==> config.mk <==
export PLATFORM = sky130hd
export DESIGN_NAME = linreg_gradient_accumulator_unit
export DESIGN_NICKNAME = d
export VERILOG_FILES = /design/src/lga_pkg.sv /design/src/lga_ctrl.sv /design/src/lga_datapath.sv /design/src/linreg_gradient_accumulator_unit.sv
export SDC_FILE = /design/constraint.sdc
export NUM_CORES = 2
export LEC_CHECK = 0
export BUFFER_PORTS_ARGS = -buffer_cell sky130_fd_sc_hd__buf_2
export CORE_AREA = 4 4 389 391
export DETAILED_ROUTE_END_ITERATION = 10
export DIE_AREA = 0 0 393 395
export HOLD_SLACK_MARGIN = 0.03
export PLACE_DENSITY = 0.73
export SYNTH_ARGS = -nofsm -noshare
export SYNTH_HDL_FRONTEND = slang
export SYNTH_HIERARCHICAL = 1
export SYNTH_SLANG_ARGS = --single-unit
==> constraint.sdc <==
create_clock -name clk -period 30.9 [get_ports clk]
set_input_delay 3.09 -clock clk [delete_from_list [all_inputs] [get_ports clk]]
set_output_delay 3.09 -clock clk [all_outputs]
set_load 0.005 [all_outputs]
==> src/lga_pkg.sv <==
package lga_pkg;

  localparam int DATA_W    = 16;
  localparam int LANES     = 6;
  localparam int LANE_W    = 3;
  localparam int ERR_W     = 36;
  localparam int PROD_W    = ERR_W + DATA_W;
  localparam int SUM_W     = 64;
  localparam int CNT_W     = 9;
  localparam int CNT_MAX   = 511;
  localparam int CFG_IDX_W = 3;

  // register map of the configuration port
  localparam logic [CFG_IDX_W-1:0] REG_BIAS = 3'd0;
  localparam logic [CFG_IDX_W-1:0] REG_W0   = 3'd1;
  localparam logic [CFG_IDX_W-1:0] REG_W5   = 3'd6;

  localparam logic [DATA_W-1:0] BIAS_RESET = 16'd256;
  localparam logic [DATA_W-1:0] W0_RESET   = 16'd128;

  typedef enum logic [2:0] {
    S_IDLE,
    S_DOT,
    S_DOT_END,
    S_GRAD,
    S_GRAD_END,
    S_EMIT
  } state_t;

  typedef struct packed {
    logic              load;
    logic              mul_en;
    logic              mul_grad;
    logic [LANE_W-1:0] lane;
    logic              dot_acc;
    logic              grad_acc;
    logic [LANE_W-1:0] acc_lane;
    logic              bias_acc;
    logic              emit;
  } cmd_t;

  typedef struct packed {
    logic in_valid;
    logic last;
    logic out_free;
  } status_t;

  function automatic logic signed [SUM_W-1:0] sat_add(input logic signed [SUM_W-1:0] a,
                                                      input logic signed [SUM_W-1:0] b);
    logic signed [SUM_W:0] s;
    s = {a[SUM_W-1], a} + {b[SUM_W-1], b};
    if (s[SUM_W] != s[SUM_W-1]) begin
      sat_add = s[SUM_W] ? {1'b1, {(SUM_W-1){1'b0}}} : {1'b0, {(SUM_W-1){1'b1}}};
    end else begin
      sat_add = s[SUM_W-1:0];
    end
  endfunction

endpackage

==> src/lga_ctrl.sv <==
module lga_ctrl import lga_pkg::*; #(
  parameter int FEATURE_COUNT = 6
) (
  input  logic    clk,
  input  logic    rst_n,
  input  status_t status,
  output cmd_t    cmd,
  output logic    in_ready
);

  localparam logic [LANE_W-1:0] LAST_LANE = LANE_W'(FEATURE_COUNT - 1);

  state_t            state_r, state_nxt;
  logic [LANE_W-1:0] lane_r, lane_nxt;

  always_ff @(posedge clk) begin
    if (!rst_n) begin
      state_r <= S_IDLE;
      lane_r  <= '0;
    end else begin
      state_r <= state_nxt;
      lane_r  <= lane_nxt;
    end
  end

  always_comb begin
    state_nxt = state_r;
    lane_nxt  = lane_r;
    case (state_r)
      S_IDLE: begin
        lane_nxt = '0;
        if (status.in_valid) state_nxt = S_DOT;
      end
      S_DOT: begin
        if (lane_r == LAST_LANE) begin
          state_nxt = S_DOT_END;
          lane_nxt  = '0;
        end else begin
          lane_nxt = lane_r + 1'b1;
        end
      end
      S_DOT_END: state_nxt = S_GRAD;
      S_GRAD: begin
        if (lane_r == LAST_LANE) begin
          state_nxt = S_GRAD_END;
          lane_nxt  = '0;
        end else begin
          lane_nxt = lane_r + 1'b1;
        end
      end
      S_GRAD_END: state_nxt = status.last ? S_EMIT : S_IDLE;
      S_EMIT: begin
        if (status.out_free) state_nxt = S_IDLE;
      end
      default: state_nxt = S_IDLE;
    endcase
  end

  always_comb begin
    cmd      = '0;
    cmd.lane = lane_r;
    in_ready = 1'b0;
    case (state_r)
      S_IDLE: begin
        in_ready = 1'b1;
        cmd.load = status.in_valid;
      end
      S_DOT: begin
        cmd.mul_en  = 1'b1;
        cmd.dot_acc = 1'b1;
      end
      S_DOT_END: cmd.dot_acc = 1'b1;
      S_GRAD: begin
        cmd.mul_en   = 1'b1;
        cmd.mul_grad = 1'b1;
        cmd.grad_acc = (lane_r != '0);
        cmd.acc_lane = lane_r - 1'b1;
      end
      S_GRAD_END: begin
        cmd.grad_acc = 1'b1;
        cmd.acc_lane = LAST_LANE;
        cmd.bias_acc = 1'b1;
      end
      S_EMIT: cmd.emit = status.out_free;
      default: cmd = '0;
    endcase
  end

endmodule

==> src/lga_datapath.sv <==
module lga_datapath import lga_pkg::*; #(
  parameter int MAX_EXAMPLES = 256
) (
  input  logic                     clk,
  input  logic                     rst_n,
  input  logic                     cfg_we,
  input  logic [CFG_IDX_W-1:0]     cfg_index,
  input  logic [DATA_W-1:0]        cfg_data,
  input  logic signed [DATA_W-1:0] in_feature [LANES],
  input  logic signed [DATA_W-1:0] in_target,
  input  logic                     in_last,
  input  logic                     in_valid,
  input  logic                     out_ready,
  input  cmd_t                     cmd,
  output status_t                  status,
  output logic                     out_valid,
  output logic signed [SUM_W-1:0]  out_grad [LANES],
  output logic signed [SUM_W-1:0]  out_bias,
  output logic [CNT_W-1:0]         out_count
);

  localparam int COUNT_CAP = (MAX_EXAMPLES < CNT_MAX) ? MAX_EXAMPLES : CNT_MAX;
  localparam logic [CNT_W-1:0] CAP = CNT_W'(COUNT_CAP);

  logic signed [DATA_W-1:0] bias_r;
  logic signed [DATA_W-1:0] w_r [LANES];
  logic signed [DATA_W-1:0] f_r [LANES];
  logic                     last_r;
  logic signed [ERR_W-1:0]  err_r;
  logic signed [PROD_W-1:0] prod_r;
  logic signed [SUM_W-1:0]  sum_r [LANES];
  logic signed [SUM_W-1:0]  bias_sum_r;
  logic [CNT_W-1:0]         count_r;
  logic signed [SUM_W-1:0]  grad_r [LANES];
  logic signed [SUM_W-1:0]  out_bias_r;
  logic [CNT_W-1:0]         out_count_r;
  logic                     out_valid_r;

  logic signed [ERR_W-1:0]  a_op;
  logic signed [PROD_W-1:0] prod_nxt;
  logic signed [ERR_W-1:0]  err_init;
  logic signed [SUM_W-1:0]  lane_sum_nxt;
  logic signed [SUM_W-1:0]  bias_sum_nxt;
  logic [CFG_IDX_W-1:0]     w_idx;

  // shared multiplier: weight times feature, then error times feature
  always_comb begin
    a_op = cmd.mul_grad ? err_r : {{(ERR_W-DATA_W){w_r[cmd.lane][DATA_W-1]}}, w_r[cmd.lane]};
    prod_nxt = a_op * f_r[cmd.lane];
  end

  assign err_init = ({{(ERR_W-DATA_W){bias_r[DATA_W-1]}}, bias_r}
                   - {{(ERR_W-DATA_W){in_target[DATA_W-1]}}, in_target}) <<< 8;

  assign lane_sum_nxt = sat_add(sum_r[cmd.acc_lane],
                                {{(SUM_W-PROD_W){prod_r[PROD_W-1]}}, prod_r});
  assign bias_sum_nxt = sat_add(bias_sum_r, {{(SUM_W-ERR_W){err_r[ERR_W-1]}}, err_r});
  assign w_idx        = cfg_index - REG_W0;

  always_ff @(posedge clk) begin
    if (!rst_n) begin
      bias_r <= BIAS_RESET;
      for (int i = 0; i < LANES; i++) w_r[i] <= (i == 0) ? W0_RESET : '0;
    end else if (cfg_we) begin
      if (cfg_index == REG_BIAS) begin
        bias_r <= cfg_data;
      end else if (cfg_index >= REG_W0 && cfg_index <= REG_W5) begin
        w_r[w_idx] <= cfg_data;
      end
    end
  end

  // example registers and multiplier pipeline
  always_ff @(posedge clk) begin
    if (cmd.load) begin
      for (int i = 0; i < LANES; i++) f_r[i] <= in_feature[i];
      last_r <= in_last;
      err_r  <= err_init;
      prod_r <= '0;
    end else begin
      if (cmd.dot_acc) err_r <= err_r + $signed(prod_r[ERR_W-1:0]);
      if (cmd.mul_en) prod_r <= prod_nxt;
    end
  end

  always_ff @(posedge clk) begin
    if (!rst_n) begin
      for (int i = 0; i < LANES; i++) sum_r[i] <= '0;
      bias_sum_r <= '0;
      count_r    <= '0;
    end else if (cmd.emit) begin
      for (int i = 0; i < LANES; i++) sum_r[i] <= '0;
      bias_sum_r <= '0;
      count_r    <= '0;
    end else begin
      if (cmd.grad_acc) sum_r[cmd.acc_lane] <= lane_sum_nxt;
      if (cmd.bias_acc) begin
        bias_sum_r <= bias_sum_nxt;
        if (count_r < CAP) count_r <= count_r + 1'b1;
      end
    end
  end

  always_ff @(posedge clk) begin
    if (!rst_n) begin
      out_valid_r <= 1'b0;
    end else if (cmd.emit) begin
      out_valid_r <= 1'b1;
    end else if (out_ready) begin
      out_valid_r <= 1'b0;
    end
  end

  always_ff @(posedge clk) begin
    if (cmd.emit) begin
      for (int i = 0; i < LANES; i++) grad_r[i] <= sum_r[i];
      out_bias_r  <= bias_sum_r;
      out_count_r <= count_r;
    end
  end

  assign status.in_valid = in_valid;
  assign status.last     = last_r;
  assign status.out_free = !out_valid_r || out_ready;

  assign out_valid = out_valid_r;
  assign out_grad  = grad_r;
  assign out_bias  = out_bias_r;
  assign out_count = out_count_r;

endmodule

==> src/linreg_gradient_accumulator_unit.sv <==
// batch gradient accumulator for a six-feature linear model. each example word carries
// six signed q8.8 features, a q8.8 target and a last flag; the unit forms the error
// (bias + sum of weight * feature - target, q20.16) and adds error * feature (q28.24)
// to one 64-bit sum per feature and the error to a bias sum, all saturating. a word
// flagged last is accumulated, then the sums and the example count go out as one result
// word and the sums clear. one shared multiplier walks the features twice, and a new
// word is taken only once the previous one is through both passes; a last word also
// waits in an emit state while the previous result is still in the output register.
// weights and bias are written through the cfg port; the user must write them only
// while idle, as the block itself does not enforce it
module linreg_gradient_accumulator_unit import lga_pkg::*; #(
  parameter int FEATURE_COUNT = 6,
  parameter int MAX_EXAMPLES  = 256
) (
  input  logic                     clk,
  input  logic                     rst_n,
  // configuration writes
  input  logic                     cfg_we,
  input  logic [CFG_IDX_W-1:0]     cfg_index,
  input  logic [DATA_W-1:0]        cfg_data,
  // example words
  input  logic                     in_valid,
  output logic                     in_ready,
  input  logic signed [DATA_W-1:0] in_feature_0,
  input  logic signed [DATA_W-1:0] in_feature_1,
  input  logic signed [DATA_W-1:0] in_feature_2,
  input  logic signed [DATA_W-1:0] in_feature_3,
  input  logic signed [DATA_W-1:0] in_feature_4,
  input  logic signed [DATA_W-1:0] in_feature_5,
  input  logic signed [DATA_W-1:0] in_target_value,
  input  logic                     in_last_example,
  // result words
  output logic                     out_valid,
  input  logic                     out_ready,
  output logic signed [SUM_W-1:0]  out_grad_w0,
  output logic signed [SUM_W-1:0]  out_grad_w1,
  output logic signed [SUM_W-1:0]  out_grad_w2,
  output logic signed [SUM_W-1:0]  out_grad_w3,
  output logic signed [SUM_W-1:0]  out_grad_w4,
  output logic signed [SUM_W-1:0]  out_grad_w5,
  output logic signed [SUM_W-1:0]  out_grad_bias,
  output logic [CNT_W-1:0]         out_example_count
);

  cmd_t                     cmd;
  status_t                  status;
  logic signed [DATA_W-1:0] feature [LANES];
  logic signed [SUM_W-1:0]  grad [LANES];

  // gather the feature ports into lanes
  assign feature[0] = in_feature_0;
  assign feature[1] = in_feature_1;
  assign feature[2] = in_feature_2;
  assign feature[3] = in_feature_3;
  assign feature[4] = in_feature_4;
  assign feature[5] = in_feature_5;

  // sequencer: accept, dot product pass, gradient pass, emit
  lga_ctrl #(
    .FEATURE_COUNT(FEATURE_COUNT)
  ) u_ctrl (
    .clk     (clk),
    .rst_n   (rst_n),
    .status  (status),
    .cmd     (cmd),
    .in_ready(in_ready)
  );

  // weights, shared multiplier, saturating sums and output register
  lga_datapath #(
    .MAX_EXAMPLES(MAX_EXAMPLES)
  ) u_datapath (
    .clk       (clk),
    .rst_n     (rst_n),
    .cfg_we    (cfg_we),
    .cfg_index (cfg_index),
    .cfg_data  (cfg_data),
    .in_feature(feature),
    .in_target (in_target_value),
    .in_last   (in_last_example),
    .in_valid  (in_valid),
    .out_ready (out_ready),
    .cmd       (cmd),
    .status    (status),
    .out_valid (out_valid),
    .out_grad  (grad),
    .out_bias  (out_grad_bias),
    .out_count (out_example_count)
  );

  // unused lanes never accumulate, so their sums read as zero
  assign out_grad_w0 = grad[0];
  assign out_grad_w1 = grad[1];
  assign out_grad_w2 = grad[2];
  assign out_grad_w3 = grad[3];
  assign out_grad_w4 = grad[4];
  assign out_grad_w5 = grad[5];

endmodule

Word level (Yosys, flattened, before mapping) --
Memory sizes are Yosys's and may differ from the RTL's. A register that Yosys moved wholly into a read port is not among the register bits. Index checks and enable logic that the tools add are counted.
Storage, ports and cells: register bits after elaboration 258, bits in writable memories 576, output and inout bits 459, logic and storage cells 117, memories 3
Operators by class: $add $sub $neg 8, $mul 1, $lt $le $gt $ge 3, equal/unequal tests 12, multiplexer cells 53, bitwise gates (word level) 7, reductions and logical operators 18
Memories:
- u_datapath.sum_r | words 6, width 64, rd ports 7, clocked after memory_dff 6, wr ports 6, line lga_datapath.sv:31 | logic signed [SUM_W-1:0] sum_r [LANES];
- u_datapath.f_r | words 6, width 16, rd ports 1, clocked after memory_dff 0, wr ports 6, line lga_datapath.sv:27 | logic signed [DATA_W-1:0] f_r [LANES];
- u_datapath.w_r | words 6, width 16, rd ports 1, clocked after memory_dff 0, wr ports 6, line lga_datapath.sv:26 | logic signed [DATA_W-1:0] w_r [LANES];
Operators with widths (count):
- $mux 64 | 11
- $mux 36 | 3
- $add 64x36->65 | 1
- $add 64x52->65 | 1
- $reduce_or 64->1 | 1
- $mul 36x16->52 | 1
- $add 36x36->36 | 1
- $mux 3 | 9
- $mux 1 | 26
- $pmux 3 s6 | 1
- $sub 16x16->17 | 1
- $mux 16 | 1
- $reduce_or 16->1 | 1
- $add 9x1->9 const B | 1
- $eq 3x3->1 const B | 3
- $lt 9x9->1 const B | 1
- $pmux 4 s2 | 1
- $eq 3x2->1 const B | 2
- $logic_not 3->1 | 2
- $ne 2x1->1 const B | 3
- $or 1x1->1 | 6
- $pmux 3 s2 | 1
- $reduce_bool 2->1 | 3
- $reduce_or 2->1 | 3
- 15 further kinds | 18

Longest topological paths before layout --
word-level depth 9, mapped depth 35, gate-level depth less buffers 31

Modules after synthesis --
Netlist, hierarchy kept.
Modules (own cells, without submodules):
- lga_datapath | instances 1, cells each 6820, area an instance 80230.7 um2, seq. area each 39698.1 um2
- lga_ctrl | instances 1, cells each 66, area an instance 533.0 um2, seq. area each 120.1 um2

Worst setup path before layout --
No wires, ideal clock.
path kind input-to-reg, from in out_ready, to mem u_datapath.sum_r[7][0] (enable), library setup time 547 ps, arrival 27527 ps, required time 30353 ps, slack 2826 ps, stages on the path 5, path buffers 0, cell sequence nand2b_1 nand2_1 nor2_1 nor2_1 and3_1
RTL lines:
- start, declared | line linreg_gradient_accumulator_unit.sv:34 | input logic out_ready,
- end, declared | line lga_datapath.sv:31

==> results.yml <==
outcome:
  status: "finished with violations"
  violations: "capacitance limit, slew limit"
clock_network:
  ctsResizeCount: 0
  path_clk_slew_ns: 0.06
  cts_tree: "yes"
  hold_buffers: 0
  cts_root_buffer: "clkbuf_16"
  post_cts_buffers: 0
  htree_levels: 4
  clockBufferDepth: 3
  cts_buffers: 144
  clock-sinks: 1378
  worstSkewPairLatency_ns: 0.80
global_route:
  grt_use_total_pct: 32.1
  grt_pass1_wl_um: 370000
  grt_max_degree: 164
  grt_pass1_vias: 58100
  grt-ovfl-total: 0
  antenna_found_initial: 20
logic_synthesis:
  synth_fp_nets: 7880
  avgSynthCellArea_um2: 11.7
  synth.distinct_cells: 112
  yosys_register_bits: 1378
  synth.cell_area_um2: 80800
  synth_edf_count: 1222
  yosysTopAreaCell: "edfxtp_1"
  synth_flop_cell: "edfxtp_1"
  synthArstFlopShare_pct: 0
  yosysWarnings: 6
  synth-seq-area-share_pct: 49.3
  synthTopCellsByArea: "edfxtp_1 (45%), fa_1 (14%), ha_1 (4.8%), nor2_1 (4.7%), dfxtp_1 (3.9%)"
  synth_top_area_share_pct: 45.4
  postSynthCellCount: 6886
critical_path:
  reg2reg_slack_ns: 20.38
  r2r_cells: 28
  r2r-start: "u_ctrl/state_r[2]"
  crit_path_start: "u_ctrl/state_r[2]"
  cp_slowest_cell: "a21oi_4"
  path_common_cell: "fa_1"
  end_kind: "flip-flop"
  crit_path_max_incr_delay_ns: 0.85
  critical_path_required_ns: 31.61
  critPathBufInv: 5
  critical-path-top-delay-family: "compound AO/OA/AOI/OAI gates"
  endpoint: "u_datapath/prod_r[48]"
  path_class: "flip-flop to flip-flop"
  critical_path_arrival_ns: 11.23
  reg2reg_to: "u_datapath/prod_r[48]"
  cp_num_cells: 28
  start_kind: "flip-flop"
  critPathMaxFanout: 45
routing:
  vias_per_cell: 6.11
  wire_per_inst_um: 26.4
  dr.pass1.iters: 8
  wl_um: 250000
  drc: 0
  vias: 57800
  drtIter0Drc: 6381
  ant_nets: 0
final_layout:
  layout.nets: 8409
  layout_commonest_cell: "edfxtp_1"
  area_growth_pct: 12.1
  drive_above_1_share_pct: 16.4
  regArea_um2: 39800
  multi_input_area_um2: 36900
  nFillCells: 11500
  finalNonFillerCells: 9469
  layout_common_cells: "edfxtp_1 (1222), nor2_1 (1008), inv_1 (738), buf_2 (595), fa_1 (546)"
timing:
  setup_tns_ns: 0
  finClkSkew_ns: 0.0508
  hold_violations: 0
  finalCritPeriodShare_pct: 34.1
  tightest_slew_ns: 1.50
  fin_hold_ws_ns: 0.433
  fmaxAchievable_ghz: 0.0950
  finalSetupViolations: 0
  relSlewSlack_pct: -1.35
  worst_slack_ns: 20.38
  slew_viol_final: 5
  rsz0062_at_grt: "false"
  period_minus_slack_ns: 10.52
floorplanning:
  ios: 596
  fp-row-count: 141
  die_area_um2: 155000
  coreArea_um2: 147000
  die_h_um: 395
  initial_core_util_pct: 54.8
  die_w_um: 393
placement:
  portBuffers: 595
  gp_congestion: 0.952
  dpl.cell_count: 9199
  dp_worst_setup_slack_ns: 20.14
  dpl.hpwl_um: 180000
min_path:
  hp-class: "flip-flop to flip-flop"
run:
  max_cap_violations: 1
## worst min path at each step
stage                               endpoint  cells past startpoint  slack (ns)                     from
finish              u_datapath/out_grad[379]                      0        0.43  u_datapath/sum_r[0][59]
global route        u_datapath/out_grad[214]                      0        0.44  u_datapath/sum_r[2][22]
CTS                  u_datapath/out_grad[31]                      0        0.43  u_datapath/sum_r[5][31]
detailed placement  u_datapath/out_grad[273]                      0        0.43  u_datapath/sum_r[1][17]
global placement    u_datapath/out_grad[271]                      0        0.43  u_datapath/sum_r[1][15]
floorplan           u_datapath/out_grad[100]                      0        0.43  u_datapath/sum_r[4][36]
## area by class of cell
cell class                      instances  area share [%]
Multi-Input combinational cell       4417            40.7
Clock buffer                          173            4.23
Timing Repair Buffer                  688            4.07
Clock inverter                         95            1.07
Tap cell                             1930            2.67
Sequential cell                      1378            44.0
Inverter                              786            3.26
Antenna cell                            2         0.00553
## synthesized netlist by cell type, drive strengths merged, types with 11 or more instances
library cell,count
inv,785
a21oi,347
a21o,158
ha,311
mux4,48
or2,13
o21ai,194
edfxtp,1222
o22ai,16
o31ai,12
xnor2,130
o21bai,36
and2,24
o21a,34
a211oi,87
nor3,33
fa,546
and3,29
mux2i,78
and4,13
a2111oi,11
a21boi,15
nor2b,47
nand3,43
nand2,484
o211ai,23
buf,69
xor2,90
clkbuf,235
nor2,1013
nand4,106
dfxtp,156
a31oi,30
a22oi,257
nand2b,56
## metal layers
| layer | wire length (µm) | global-route usage [%] | vias to the layer above | part of all wire, % |
|---|---|---|---|---|
| li1 | - | - | 25000 | - |
| met1 | 96100 | 42.8 | 28700 | 38 |
| met2 | 114000 | 50.0 | 3410 | 45 |
| met3 | 25900 | 7.21 | 651 | 10 |
| met4 | 14400 | 15.7 | 16 | 5.8 |
| met5 | 115 | 0 | - | 0.046 |
## sequential cells by signal, summed over array words and instances (netlist names)
name	cells
u_datapath/prod_r	52
u_datapath/bias_sum_r	64
u_datapath/err_r	36
u_datapath/count_r	9
u_datapath/last_r	1
u_ctrl/lane_r	3
u_datapath/out_bias	64
u_datapath/w_r	128
u_datapath/out_valid	1
u_datapath/sum_r	512
u_ctrl/state_r	3
u_datapath/out_count	9
u_datapath/f_r	96
u_datapath/bias_r	16
u_datapath/out_grad	384
## cell families after synthesis
group	count (synthesis)	share of synthesized area, %
AND/OR/NAND/NOR	1907	10.2
XOR/XNOR	220	2.39
AO/OA/AOI/OAI	1300	12.0
adder cells (fa/ha/maj)	864	18.4
flip-flops	1378	49.3
multiplexers	126	2.31
buffers and inverters	1091	5.38
## metrics by stage
| stage | util [%] | cell area [µm²] |
|---|---|---|
| 2_1_floorplan | - | 80800 |
| 5_1_grt | 61.4 | 90500 |
| 6_report | 61.4 | 90600 |
| 4_1_cts | 61.4 | 90500 |
| 3_3_place_gp | 58.1 | 85700 |
| 3_5_place_dp | 58.1 | 85700 |
Power is left out: the tool's default activity adds up to more than one toggle a clock period on the data nets, which glitch-free logic cannot reach.
